===== config.mk =====
export PLATFORM = sky130hd
export DESIGN_NAME = panel_pixel_frame_store_flat
export DESIGN_NICKNAME = d
export VERILOG_FILES = /design/src/hdl/pfs_pkg.sv /design/src/hdl/pfs_if.sv /design/src/hdl/pfs_map.sv /design/src/hdl/pfs_dp.sv /design/src/hdl/pfs_ctrl.sv /design/src/hdl/panel_pixel_frame_store.sv /design/src/flat_wrapper.sv
export SDC_FILE = /design/constraint.sdc
export NUM_CORES = 2
export LEC_CHECK = 0
export ABC_AREA = 1
export BUFFER_PORTS_ARGS = -buffer_cell sky130_fd_sc_hd__buf_2
export CELL_PAD_IN_SITES_DETAIL_PLACEMENT = 0
export CELL_PAD_IN_SITES_GLOBAL_PLACEMENT = 1
export CORE_AREA = 2 2 743 671
export CTS_BUF_LIST = sky130_fd_sc_hd__clkbuf_16
export DETAILED_ROUTE_END_ITERATION = 6
export DIE_AREA = 0 0 745 673
export PLACE_DENSITY_LB_ADDON = 0.1
export SETUP_SLACK_MARGIN = 0.3
export SYNTH_ARGS = -nofsm -noshare
export SYNTH_HDL_FRONTEND = slang
export SYNTH_SLANG_ARGS = --single-unit

===== constraint.sdc =====
create_clock -name clk -period 20.3 [get_ports clk]
set_clock_uncertainty 0.1 [all_clocks]
set_input_delay 2.03 -clock clk [delete_from_list [all_inputs] [get_ports clk]]
set_output_delay 2.03 -clock clk [all_outputs]
set_load 0.05 [all_outputs]

===== src/hdl/pfs_pkg.sv =====
package pfs_pkg;

	localparam int BYTES_PER_PANEL = 100;
	localparam int PANEL_COLS      = 29;
	localparam int SCREEN_ROWS     = 24;
	localparam int HALF_ROWS       = 12;

	// chain bit position: signed, wide enough for offset*4 plus a full mirrored row
	localparam int PW  = 15;
	localparam int PBW = PW - 3;

	// x/29 ~ (x*565)>>14 and x/3 ~ (x*171)>>9, exact for x < 256
	localparam logic [9:0] RECIP_29 = 10'd565;
	localparam int         SHR_29   = 14;
	localparam logic [7:0] RECIP_3  = 8'd171;
	localparam int         SHR_3    = 9;

	localparam logic [7:0] PAT_HEAD = 8'hFC;
	localparam logic [7:0] PAT_MID  = 8'hFF;
	localparam logic [7:0] PAT_TAIL = 8'h3F;

	localparam logic REG_PANELS = 1'b0;
	localparam logic REG_OFFSET = 1'b1;

	typedef enum logic [1:0] {
		OP_DRAW  = 2'd0,
		OP_FILL  = 2'd1,
		OP_SHIFT = 2'd2
	} op_t;

	typedef enum logic [3:0] {
		ST_CLEAR,
		ST_IDLE,
		ST_MAP1,
		ST_MAP2,
		ST_DRD,
		ST_DWR,
		ST_FILL,
		ST_SRD,
		ST_SOUT
	} state_t;

	typedef enum logic [1:0] {
		WS_ZERO,
		WS_PAT,
		WS_PIX
	} wsel_t;

	typedef enum logic [1:0] {
		AS_CNT,
		AS_PIX,
		AS_SHIFT
	} asel_t;

	typedef struct packed {
		logic  take;
		logic  map1;
		logic  map2;
		logic  mem_re;
		logic  mem_we;
		asel_t asel;
		wsel_t wsel;
		logic  cnt_inc;
		logic  out_load;
		logic  shift_step;
	} cmd_t;

	typedef struct packed {
		logic cnt_end_all;
		logic cnt_end_act;
		logic pix_ok;
		logic out_busy;
	} sts_t;

	function automatic logic [7:0] fill_pattern(input logic lit, input logic [2:0] phase);
		logic [7:0] v;
		v = 8'h00;
		if (lit) begin
			if (phase == 3'd0)
				v = PAT_HEAD;
			else if (phase == 3'd4)
				v = PAT_TAIL;
			else
				v = PAT_MID;
		end
		return v;
	endfunction

endpackage


===== src/hdl/pfs_if.sv =====
interface pfs_item_if;
	logic              valid;
	logic              ready;
	logic [1:0]        operation;
	logic signed [8:0] x;
	logic signed [6:0] y;
	logic              color;

	modport source (output valid, operation, x, y, color, input ready);
	modport sink (input valid, operation, x, y, color, output ready);
endinterface

interface pfs_result_if;
	logic       valid;
	logic       ready;
	logic [7:0] data_byte;
	logic       last;

	modport source (output valid, data_byte, last, input ready);
	modport sink (input valid, data_byte, last, output ready);
endinterface


===== src/hdl/pfs_map.sv =====
module pfs_map import pfs_pkg::*; #(
	parameter int NW = 9
) (
	input  logic              clk,
	input  logic              en1,
	input  logic              en2,
	input  logic signed [8:0] x,
	input  logic signed [6:0] y,
	input  logic [2:0]        panels,
	input  logic [9:0]        offset,
	input  logic [NW-1:0]     n_bytes,
	output logic [PBW-1:0]    byte_idx,
	output logic [2:0]        bit_idx,
	output logic              ok
);

	// stage 1: screen check, column quotients, row offset inside a column
	logic [8:0]  width;
	logic [7:0]  xu, xm;
	logic [17:0] p29;
	logic [15:0] p3, pm3;
	logic [4:0]  yl;
	logic [3:0]  row;
	logic        on, upper;

	assign width = 9'(panels) * 9'(PANEL_COLS);
	assign xu    = x[7:0];
	assign yl    = y[4:0];
	assign on    = !x[8] && !y[6] && ({1'b0, xu} < width) && (y[5:0] < 6'(SCREEN_ROWS));
	assign xm    = 8'(width - {1'b0, xu} - 9'd1);
	assign upper = (yl < 5'(HALF_ROWS));
	assign p29   = 18'(xu) * 18'(RECIP_29);
	assign p3    = 16'(xu) * 16'(RECIP_3);
	assign pm3   = 16'(xm) * 16'(RECIP_3);

	always_comb begin
		if (yl < 5'd6)
			row = 4'(yl + 5'd6);
		else if (yl < 5'd12)
			row = 4'(5'd11 - yl);
		else if (yl < 5'd18)
			row = 4'(yl - 5'd12);
		else
			row = 4'(5'd29 - yl);
	end

	logic       on_s1, upper_s1;
	logic [7:0] xu_s1, xm_s1;
	logic [3:0] q29_s1, row_s1;
	logic [6:0] q3_s1, qm3_s1;

	always_ff @(posedge clk) begin
		if (en1) begin
			on_s1    <= on;
			upper_s1 <= upper;
			xu_s1    <= xu;
			xm_s1    <= xm;
			q29_s1   <= p29[SHR_29+3:SHR_29];
			q3_s1    <= p3[SHR_3+6:SHR_3];
			qm3_s1   <= pm3[SHR_3+6:SHR_3];
			row_s1   <= row;
		end
	end

	// stage 2: bit position in the chain, then range check
	logic signed [PW-1:0] col, base, pos;
	logic [6:0]           grp;
	logic                 in_store;

	always_comb begin
		if (upper_s1) begin
			col  = PW'(xu_s1) + PW'(q29_s1);
			grp  = q3_s1;
			base = PW'(2);
		end else begin
			col  = PW'(xm_s1) - PW'(q29_s1);
			grp  = qm3_s1;
			base = PW'(2) + (PW'(offset) <<< 2);
		end
		pos = base + (col <<< 3) + (col <<< 2) + (PW'(grp) <<< 2) + PW'(row_s1);
	end

	assign in_store = !pos[PW-1] && (pos[PW-1:3] < PBW'(n_bytes));

	logic [PW-1:0] pos_s2;
	logic          ok_s2;

	always_ff @(posedge clk) begin
		if (en2) begin
			pos_s2 <= pos;
			ok_s2  <= on_s1 && in_store;
		end
	end

	assign byte_idx = pos_s2[PW-1:3];
	assign bit_idx  = pos_s2[2:0];
	assign ok       = ok_s2;

endmodule


===== src/hdl/pfs_dp.sv =====
module pfs_dp import pfs_pkg::*; #(
	parameter int MAX_PANELS = 4
) (
	input  logic              clk,
	input  logic              arst_n,
	input  cmd_t              cmd,
	output sts_t              sts,
	input  logic signed [8:0] x,
	input  logic signed [6:0] y,
	input  logic              color,
	input  logic [2:0]        panels,
	input  logic [9:0]        offset,
	input  logic              shift_rst,
	pfs_result_if.source      result
);

	localparam int DEPTH = MAX_PANELS * BYTES_PER_PANEL;
	localparam int AW    = $clog2(DEPTH);
	localparam int NW    = $clog2(DEPTH + 1);

	logic [NW-1:0] n_bytes;
	logic [AW-1:0] top_idx;

	assign n_bytes = NW'(32'(panels) * 32'(BYTES_PER_PANEL));
	assign top_idx = AW'(n_bytes - NW'(1));

	// captured item
	logic signed [8:0] x_q;
	logic signed [6:0] y_q;
	logic              color_q;

	always_ff @(posedge clk) begin
		if (cmd.take) begin
			x_q     <= x;
			y_q     <= y;
			color_q <= color;
		end
	end

	logic [PBW-1:0] pix_byte;
	logic [2:0]     pix_bit;
	logic           pix_ok;

	pfs_map #(.NW(NW)) u_map (
		.clk      (clk),
		.en1      (cmd.map1),
		.en2      (cmd.map2),
		.x        (x_q),
		.y        (y_q),
		.panels   (panels),
		.offset   (offset),
		.n_bytes  (n_bytes),
		.byte_idx (pix_byte),
		.bit_idx  (pix_bit),
		.ok       (pix_ok)
	);

	// sweep counter for clear and fill, with its position in the 5-byte pattern
	logic [AW-1:0] cnt_q;
	logic [2:0]    phase_q;

	always_ff @(posedge clk or negedge arst_n) begin
		if (!arst_n) begin
			cnt_q   <= '0;
			phase_q <= '0;
		end else if (cmd.take) begin
			cnt_q   <= '0;
			phase_q <= '0;
		end else if (cmd.cnt_inc) begin
			cnt_q   <= cnt_q + AW'(1);
			phase_q <= (phase_q == 3'd4) ? 3'd0 : phase_q + 3'd1;
		end
	end

	// shift-out index, saturated to the active store
	logic [AW-1:0] shift_q, shift_sat;

	assign shift_sat = (NW'(shift_q) >= n_bytes) ? top_idx : shift_q;

	always_ff @(posedge clk or negedge arst_n) begin
		if (!arst_n)
			shift_q <= AW'(BYTES_PER_PANEL - 1);
		else if (shift_rst)
			shift_q <= top_idx;
		else if (cmd.shift_step)
			shift_q <= (shift_sat == '0) ? top_idx : shift_sat - AW'(1);
	end

	// frame memory
	logic [7:0]    mem_q [DEPTH];
	logic [7:0]    rdata_q;
	logic [AW-1:0] addr;
	logic [7:0]    wdata, bit_mask;

	always_comb begin
		unique case (cmd.asel)
			AS_PIX:   addr = pix_byte[AW-1:0];
			AS_SHIFT: addr = shift_sat;
			default:  addr = cnt_q;
		endcase
	end

	assign bit_mask = 8'd1 << pix_bit;

	always_comb begin
		unique case (cmd.wsel)
			WS_PAT:  wdata = fill_pattern(color_q, phase_q);
			WS_PIX:  wdata = color_q ? (rdata_q | bit_mask) : (rdata_q & ~bit_mask);
			default: wdata = 8'h00;
		endcase
	end

	always_ff @(posedge clk) begin
		if (cmd.mem_we)
			mem_q[addr] <= wdata;
		if (cmd.mem_re)
			rdata_q <= mem_q[addr];
	end

	// result register
	logic       out_valid_q;
	logic [7:0] out_data_q;
	logic       out_last_q;

	always_ff @(posedge clk or negedge arst_n) begin
		if (!arst_n)
			out_valid_q <= 1'b0;
		else if (cmd.out_load)
			out_valid_q <= 1'b1;
		else if (result.ready)
			out_valid_q <= 1'b0;
	end

	always_ff @(posedge clk) begin
		if (cmd.out_load) begin
			out_data_q <= rdata_q;
			out_last_q <= (shift_sat == '0);
		end
	end

	assign result.valid     = out_valid_q;
	assign result.data_byte = out_data_q;
	assign result.last      = out_last_q;

	assign sts.cnt_end_all = (cnt_q == AW'(DEPTH - 1));
	assign sts.cnt_end_act = (cnt_q == top_idx);
	assign sts.pix_ok      = pix_ok;
	assign sts.out_busy    = out_valid_q && !result.ready;

endmodule


===== src/hdl/pfs_ctrl.sv =====
module pfs_ctrl import pfs_pkg::*; (
	input  logic       clk,
	input  logic       arst_n,
	pfs_item_if.sink   item,
	input  sts_t       sts,
	output cmd_t       cmd
);

	state_t state_q, state_d;

	always_ff @(posedge clk or negedge arst_n) begin
		if (!arst_n)
			state_q <= ST_CLEAR;
		else
			state_q <= state_d;
	end

	always_comb begin
		state_d    = state_q;
		cmd        = '0;
		cmd.asel   = AS_CNT;
		cmd.wsel   = WS_ZERO;
		item.ready = 1'b0;
		unique case (state_q)
			ST_CLEAR: begin
				cmd.mem_we = 1'b1;
				if (sts.cnt_end_all)
					state_d = ST_IDLE;
				else
					cmd.cnt_inc = 1'b1;
			end
			ST_IDLE: begin
				item.ready = 1'b1;
				if (item.valid) begin
					cmd.take = 1'b1;
					unique case (op_t'(item.operation))
						OP_DRAW:  state_d = ST_MAP1;
						OP_FILL:  state_d = ST_FILL;
						OP_SHIFT: state_d = ST_SRD;
						default:  state_d = ST_IDLE;
					endcase
				end
			end
			ST_MAP1: begin
				cmd.map1 = 1'b1;
				state_d  = ST_MAP2;
			end
			ST_MAP2: begin
				cmd.map2 = 1'b1;
				state_d  = ST_DRD;
			end
			ST_DRD: begin
				if (sts.pix_ok) begin
					cmd.mem_re = 1'b1;
					cmd.asel   = AS_PIX;
					state_d    = ST_DWR;
				end else begin
					state_d = ST_IDLE;
				end
			end
			ST_DWR: begin
				cmd.mem_we = 1'b1;
				cmd.asel   = AS_PIX;
				cmd.wsel   = WS_PIX;
				state_d    = ST_IDLE;
			end
			ST_FILL: begin
				cmd.mem_we = 1'b1;
				cmd.wsel   = WS_PAT;
				if (sts.cnt_end_act)
					state_d = ST_IDLE;
				else
					cmd.cnt_inc = 1'b1;
			end
			ST_SRD: begin
				cmd.mem_re = 1'b1;
				cmd.asel   = AS_SHIFT;
				state_d    = ST_SOUT;
			end
			ST_SOUT: begin
				if (!sts.out_busy) begin
					cmd.out_load   = 1'b1;
					cmd.shift_step = 1'b1;
					state_d        = ST_IDLE;
				end
			end
			default: state_d = ST_IDLE;
		endcase
	end

endmodule


===== src/hdl/panel_pixel_frame_store.sv =====
// Draw: two map stages, then a read and a write of one byte on the single memory port;
//   a pixel that falls off the store skips the read and the write and goes back to ready.
// Fill: covers the active bytes, one byte per cycle through the memory write port.
// Shift: a read, then any wait for the result register to drain; unused op: back to idle.
// Reset (arst_n low, async): registers to defaults, then a clearing pass zeroes all
//   MAX_PANELS*100 bytes of the store; no transaction is taken until it ends.
module panel_pixel_frame_store import pfs_pkg::*; #(
	parameter int MAX_PANELS = 4
) (
	input  logic        clk,
	input  logic        arst_n,
	input  logic        psel,
	input  logic        penable,
	input  logic        pwrite,
	input  logic [2:0]  paddr,
	input  logic [31:0] pwdata,
	output logic [31:0] prdata,
	output logic        pready,
	pfs_item_if.sink    item,
	pfs_result_if.source result
);

	// ---------------------------------------------------------------
	// Configuration registers (APB, zero wait states)
	//   0x0 panel_count       raw 3-bit value, clamped to 1..MAX_PANELS on use
	//   0x4 lower_half_offset start of the mirrored rows, in nibbles
	// Only paddr[2] decodes the register.
	// ---------------------------------------------------------------
	logic [2:0] panels_raw_q;
	logic [9:0] offset_q;
	logic       shift_rst_q;
	logic       cfg_wr;

	assign pready = 1'b1;
	assign cfg_wr = psel && penable && pwrite && pready;

	always_ff @(posedge clk or negedge arst_n) begin
		if (!arst_n) begin
			panels_raw_q <= 3'd1;
			offset_q     <= 10'd100;
			shift_rst_q  <= 1'b0;
		end else begin
			shift_rst_q <= 1'b0;
			if (cfg_wr) begin
				unique case (paddr[2])
					REG_PANELS: begin
						panels_raw_q <= pwdata[2:0];
						// reload the shift index once the new count is in place
						shift_rst_q  <= 1'b1;
					end
					default: offset_q <= pwdata[9:0];
				endcase
			end
		end
	end

	always_comb begin
		unique case (paddr[2])
			REG_PANELS: prdata = 32'(panels_raw_q);
			default:    prdata = 32'(offset_q);
		endcase
	end

	// effective panel count: zero acts as one, anything past the build limit saturates
	logic [2:0] panels;

	always_comb begin
		if (panels_raw_q == 3'd0)
			panels = 3'd1;
		else if (32'(panels_raw_q) > MAX_PANELS)
			panels = 3'(MAX_PANELS);
		else
			panels = panels_raw_q;
	end

	// ---------------------------------------------------------------
	// Controller and datapath
	// ---------------------------------------------------------------
	cmd_t cmd;
	sts_t sts;

	pfs_ctrl u_ctrl (
		.clk    (clk),
		.arst_n (arst_n),
		.item   (item),
		.sts    (sts),
		.cmd    (cmd)
	);

	pfs_dp #(.MAX_PANELS(MAX_PANELS)) u_dp (
		.clk       (clk),
		.arst_n    (arst_n),
		.cmd       (cmd),
		.sts       (sts),
		.x         (item.x),
		.y         (item.y),
		.color     (item.color),
		.panels    (panels),
		.offset    (offset_q),
		.shift_rst (shift_rst_q),
		.result    (result)
	);

	// ---------------------------------------------------------------
	// Checks
	// ---------------------------------------------------------------
	// a pixel write only happens for a position inside the active store
	a_pix_write_ok: assert property (@(posedge clk) disable iff (!arst_n)
		cmd.mem_we && (cmd.wsel == WS_PIX) |-> sts.pix_ok)
		else $error("pixel write with out-of-store position");

	// a result is never loaded over one that is still waiting
	a_no_overwrite: assert property (@(posedge clk) disable iff (!arst_n)
		cmd.out_load |-> !sts.out_busy)
		else $error("result register overwritten");

	// every new result comes from a shift transaction
	a_result_src: assert property (@(posedge clk) disable iff (!arst_n)
		$rose(result.valid) |-> $past(cmd.out_load))
		else $error("result valid without a load");

	// the memory port is quiet while a transaction is taken
	a_accept_quiet: assert property (@(posedge clk) disable iff (!arst_n)
		item.valid && item.ready |-> !cmd.mem_we && !cmd.mem_re)
		else $error("memory busy at transaction accept");

endmodule

===== src/flat_wrapper.sv =====
// flat-port wrapper written by rule: the top's interface ports become plain ports
module panel_pixel_frame_store_flat import pfs_pkg::*;
#(
	parameter int MAX_PANELS = 4
)
  (clk, arst_n, psel, penable, pwrite, paddr, pwdata, prdata, pready, item_valid, item_operation, item_x, item_y, item_color, item_ready, result_valid, result_data_byte, result_last, result_ready);
  pfs_item_if item_i ();
  pfs_result_if result_i ();
  input  logic clk;
  input  logic arst_n;
  input  logic psel;
  input  logic penable;
  input  logic pwrite;
  input  logic [2:0] paddr;
  input  logic [31:0] pwdata;
  output logic [31:0] prdata;
  output logic pready;
  input wire logic [$bits(item_i.valid)-1:0] item_valid;
  input wire logic [$bits(item_i.operation)-1:0] item_operation;
  input wire logic [$bits(item_i.x)-1:0] item_x;
  input wire logic [$bits(item_i.y)-1:0] item_y;
  input wire logic [$bits(item_i.color)-1:0] item_color;
  output wire logic [$bits(item_i.ready)-1:0] item_ready;
  output wire logic [$bits(result_i.valid)-1:0] result_valid;
  output wire logic [$bits(result_i.data_byte)-1:0] result_data_byte;
  output wire logic [$bits(result_i.last)-1:0] result_last;
  input wire logic [$bits(result_i.ready)-1:0] result_ready;
  assign item_i.valid = item_valid;
  assign item_i.operation = item_operation;
  assign item_i.x = item_x;
  assign item_i.y = item_y;
  assign item_i.color = item_color;
  assign item_ready = item_i.ready;
  assign result_valid = result_i.valid;
  assign result_data_byte = result_i.data_byte;
  assign result_last = result_i.last;
  assign result_i.ready = result_ready;
  panel_pixel_frame_store #(.MAX_PANELS(MAX_PANELS)) u_core (.clk(clk), .arst_n(arst_n), .psel(psel), .penable(penable), .pwrite(pwrite), .paddr(paddr), .pwdata(pwdata), .prdata(prdata), .pready(pready), .item(item_i), .result(result_i));
endmodule

==> impl_metrics.sql <==
INSERT INTO impl_metrics (metric_group, metric, value, unit) VALUES
('status', 'run_status', 'completed', ''),
('sta', 'holdWs', '386.9', 'ps'),
('clock_network', 'cts.htree.levels', '5', ''),
('detailed_routing', 'detail-route-antenna-nets', '0', ''),
('detailed_routing', 'met2WireLength', '229200', 'um'),
('die', 'die_area', '0.5014', 'sq mm'),
('clock_network', 'post_cts.resized_instances', '0', ''),
('detailed_routing', 'top_layer', 'met4', ''),
('detailed_routing', 'route.met3.wl', '19010', 'um'),
('final_layout', 'post_route_cells_drive_above_1_share', '0.06185', ''),
('synthesis', 'synth_seq_cells', '3327', ''),
('synthesis', 'synth_flop_cell', 'edfxtp_1', ''),
('detailed_routing', 'post_drt_via_cell_ratio', '4.640', ''),
('setup_path', 'critPathMaxStageDelay', '730', 'ps'),
('synthesis', 'synth_cell_type_count', '56', ''),
('final_layout', 'final_nets', '14674', ''),
('setup_path', 'worst_path_most_repeated_cell', 'nand2_1', ''),
('sta', 'setup_tns', '0', 'ps'),
('synthesis', 'syn_inst', '14524', ''),
('global_routing', 'grt_start_max_net_pins', '168', ''),
('synthesis', 'synth.cell_area', '0.1476', 'sq mm'),
('setup_path', 'critical_path.startpoint_type', 'register', ''),
('die', 'initial_core_util', '0.2991', ''),
('power', 'p_leak', '0.07292', 'uW'),
('sta', 'final_min_period_over_clock_period', '0.4253', ''),
('detailed_routing', 'wl_met1', '243500', 'um'),
('final_layout', 'fillerInstances', '50567', ''),
('final_layout', 'final_common_cell', 'nand2_1', ''),
('place', 'port_buffers', '57', ''),
('die', 'die_h', '673', 'um'),
('clock_network', 'clk_pin_slew_worst_paths', '60', 'ps'),
('place', 'dpl_wire_length', '282600', 'um'),
('power', 'power-per-cell-area', '152.1', 'mW/mm^2'),
('final_layout', 'final_cell_count_without_fillers', '21214', ''),
('final_layout', 'stdcell_area', '0.1664', 'sq mm'),
('sta', 'slew_margin_rel', '0.2260', ''),
('die', 'floorplan.rows', '245', ''),
('setup_path', 'path_buf_inv', '7', ''),
('sta', 'max_freq', '115.8', 'MHz'),
('synthesis', 'synth.yosys.seq_area_share', '0.6756', ''),
('sta', 'grt_setup_unrepaired', 'false', ''),
('final_layout', 'most-common-layout-cells', 'nand2_1, edfxtp_1, nand3_1, nor2_1, clkbuf_16', ''),
('global_routing', 'antenna_found_initial', '33', ''),
('place', 'final_weighted_congestion_of_routability_driven_global_placement', '0.7680', ''),
('global_routing', 'grt_first_pass_wirelength', '718300', 'um'),
('power', 'vdd_drop_max', '0.0002202', 'V'),
('place', 'placed_cell_area', '0.1546', 'sq mm'),
('detailed_routing', 'post-route-drc-count', '0', ''),
('synthesis', 'synthTopCellsByArea', 'edfxtp_1, nand2_1, nand3_1, nor2_1, ha_1', ''),
('clock_network', 'cts-buffers-inserted', '384', ''),
('detailed_routing', 'detailedRoute.firstPassIterationCount', '5', ''),
('synthesis', 'synth_area_per_cell', '10.16', 'sq um'),
('setup_path', 'critPathKind', 'register to register', ''),
('setup_path', 'worst_ep_required_time', '21030', 'ps'),
('synthesis', 'ys.warnings.count', '0', ''),
('setup_path', 'arrival', '9360', 'ps'),
('setup_path', 'crit_path_end_kind', 'register', ''),
('global_routing', 'global_routing_usage_summed_across_all_routing_layers', '0.1960', ''),
('clock_network', 'cts_hold_buffers', '0', ''),
('synthesis', 'synth_top_cell_area_share', '0.6687', ''),
('setup_path', 'crit_path_top_delay_cell', 'nand2_4', ''),
('synthesis', 'synth_area_leader_cell', 'edfxtp_1', ''),
('clock_network', 'worst_skew_pair.late_latency', '990', 'ps'),
('die', 'die_width', '745', 'um'),
('synthesis', 'synth_enable_flop_cells', '3287', ''),
('power', 'finalPower', '25320', 'uW'),
('clock_network', 'postCtsSetupRepairBufs', '0', ''),
('clock_network', 'cts_tree', 'yes', ''),
('sta', 'timing.final.hold_violations', '0', ''),
('detailed_routing', 'overall_via_count_from_detail_route', '98442', ''),
('clock_network', 'cts-root-buf', 'clkbuf_16', '');
-- final timing paths --
kind | cells after the start | slack, ps | startpoint | end
worst max-delay path | 29 | 11670 | u_core.panels_raw_q[2] | u_core.u_dp.rdata_q[7]
worst min-delay path | 2 | 390 | u_core.u_dp.shift_q[6] | u_core.u_dp.shift_q[6]
worst max register to register | 29 | 11670 | u_core.panels_raw_q[2] | u_core.u_dp.rdata_q[7]
worst min register to register | 2 | 390 | u_core.u_dp.shift_q[6] | u_core.u_dp.shift_q[6]
max in group asynchronous | 2 | 18560 | arst_n | u_core.u_dp.cnt_q[6]
min in group asynchronous | 2 | 1050 | arst_n | u_core.offset_q[1]
-- sequential cells by signal (all words and copies together) (netlist names), 9 cells and up --
signal                    cells
u_core.u_dp.shift_q           9
u_core.u_dp.x_q               9
u_core.u_dp.u_map.pos_s2     12
u_core.u_dp.cnt_q             9
u_core.u_dp.mem_q          3200
u_core.offset_q              10
-- worst reg2reg max path: cells and delay by family (launching register included) --
kind / cells / cell delay (ps)
DFF: 1 / 580
buffers and inverters: 7 / 2870
adders and majority gates: 2 / 880
AOI/OAI and AO/OA: 3 / 400
and+or+nand+nor: 17 / 3660
-- report_power, final --
group          switching [uW]  leakage [uW]  internal (uW)  total, uW
clock                    2930       0.00616           3750       6680
sequential               66.3        0.0367           7790       7860
combinational            8330        0.0300           2440      10800
-- metrics by stage --
stage	util	setup slack, ps
final	0.3372	11670
after global routing	0.3372	11100
after CTS	0.3372	11320
after detailed placement	0.3132	11350
after global placement	0.3132	11310
after floorplan	-	5811
-- Yosys cell counts (all sizes together), types with 38 or more instances --
master	number
xor2	38
nand3	977
a21oi	78
fa	56
edfxtp	3287
clkbuf	350
nand2	7560
inv	267
nor2	922
ha	197
o21ai	84
buf	486
-- area by class of cell --
type                       instances  area (sq um)  area share
antenna                            5         12.51  0.00007518
timing repair buffer             265          2222     0.01335
clock inverter                   299          2028     0.01219
multi-input combinational      10114         43450      0.2611
clock buffer                     391          9784     0.05879
sequential                      3327         99720      0.5992
tap                             6545          8189     0.04921
inverter                         268          1021    0.006135
-- per-layer routing --
layer	up-vias	GRT usage
met5	-	0
met4	0	0.03915
met3	510	0.02133
met2	1728	0.3133
met1	48581	0.2880
li1	47623	-
-- cell families after synthesis --
kind of cell    synth area share
mux                    0.0008561
flops                     0.6756
other cells           0.00005088
compound gates           0.01003
simple gates              0.2532
fa+ha+maj                0.02429
buf+inv                  0.03285
xor+xnor                0.003153
Note: power is estimated with default switching activity, not from simulation.
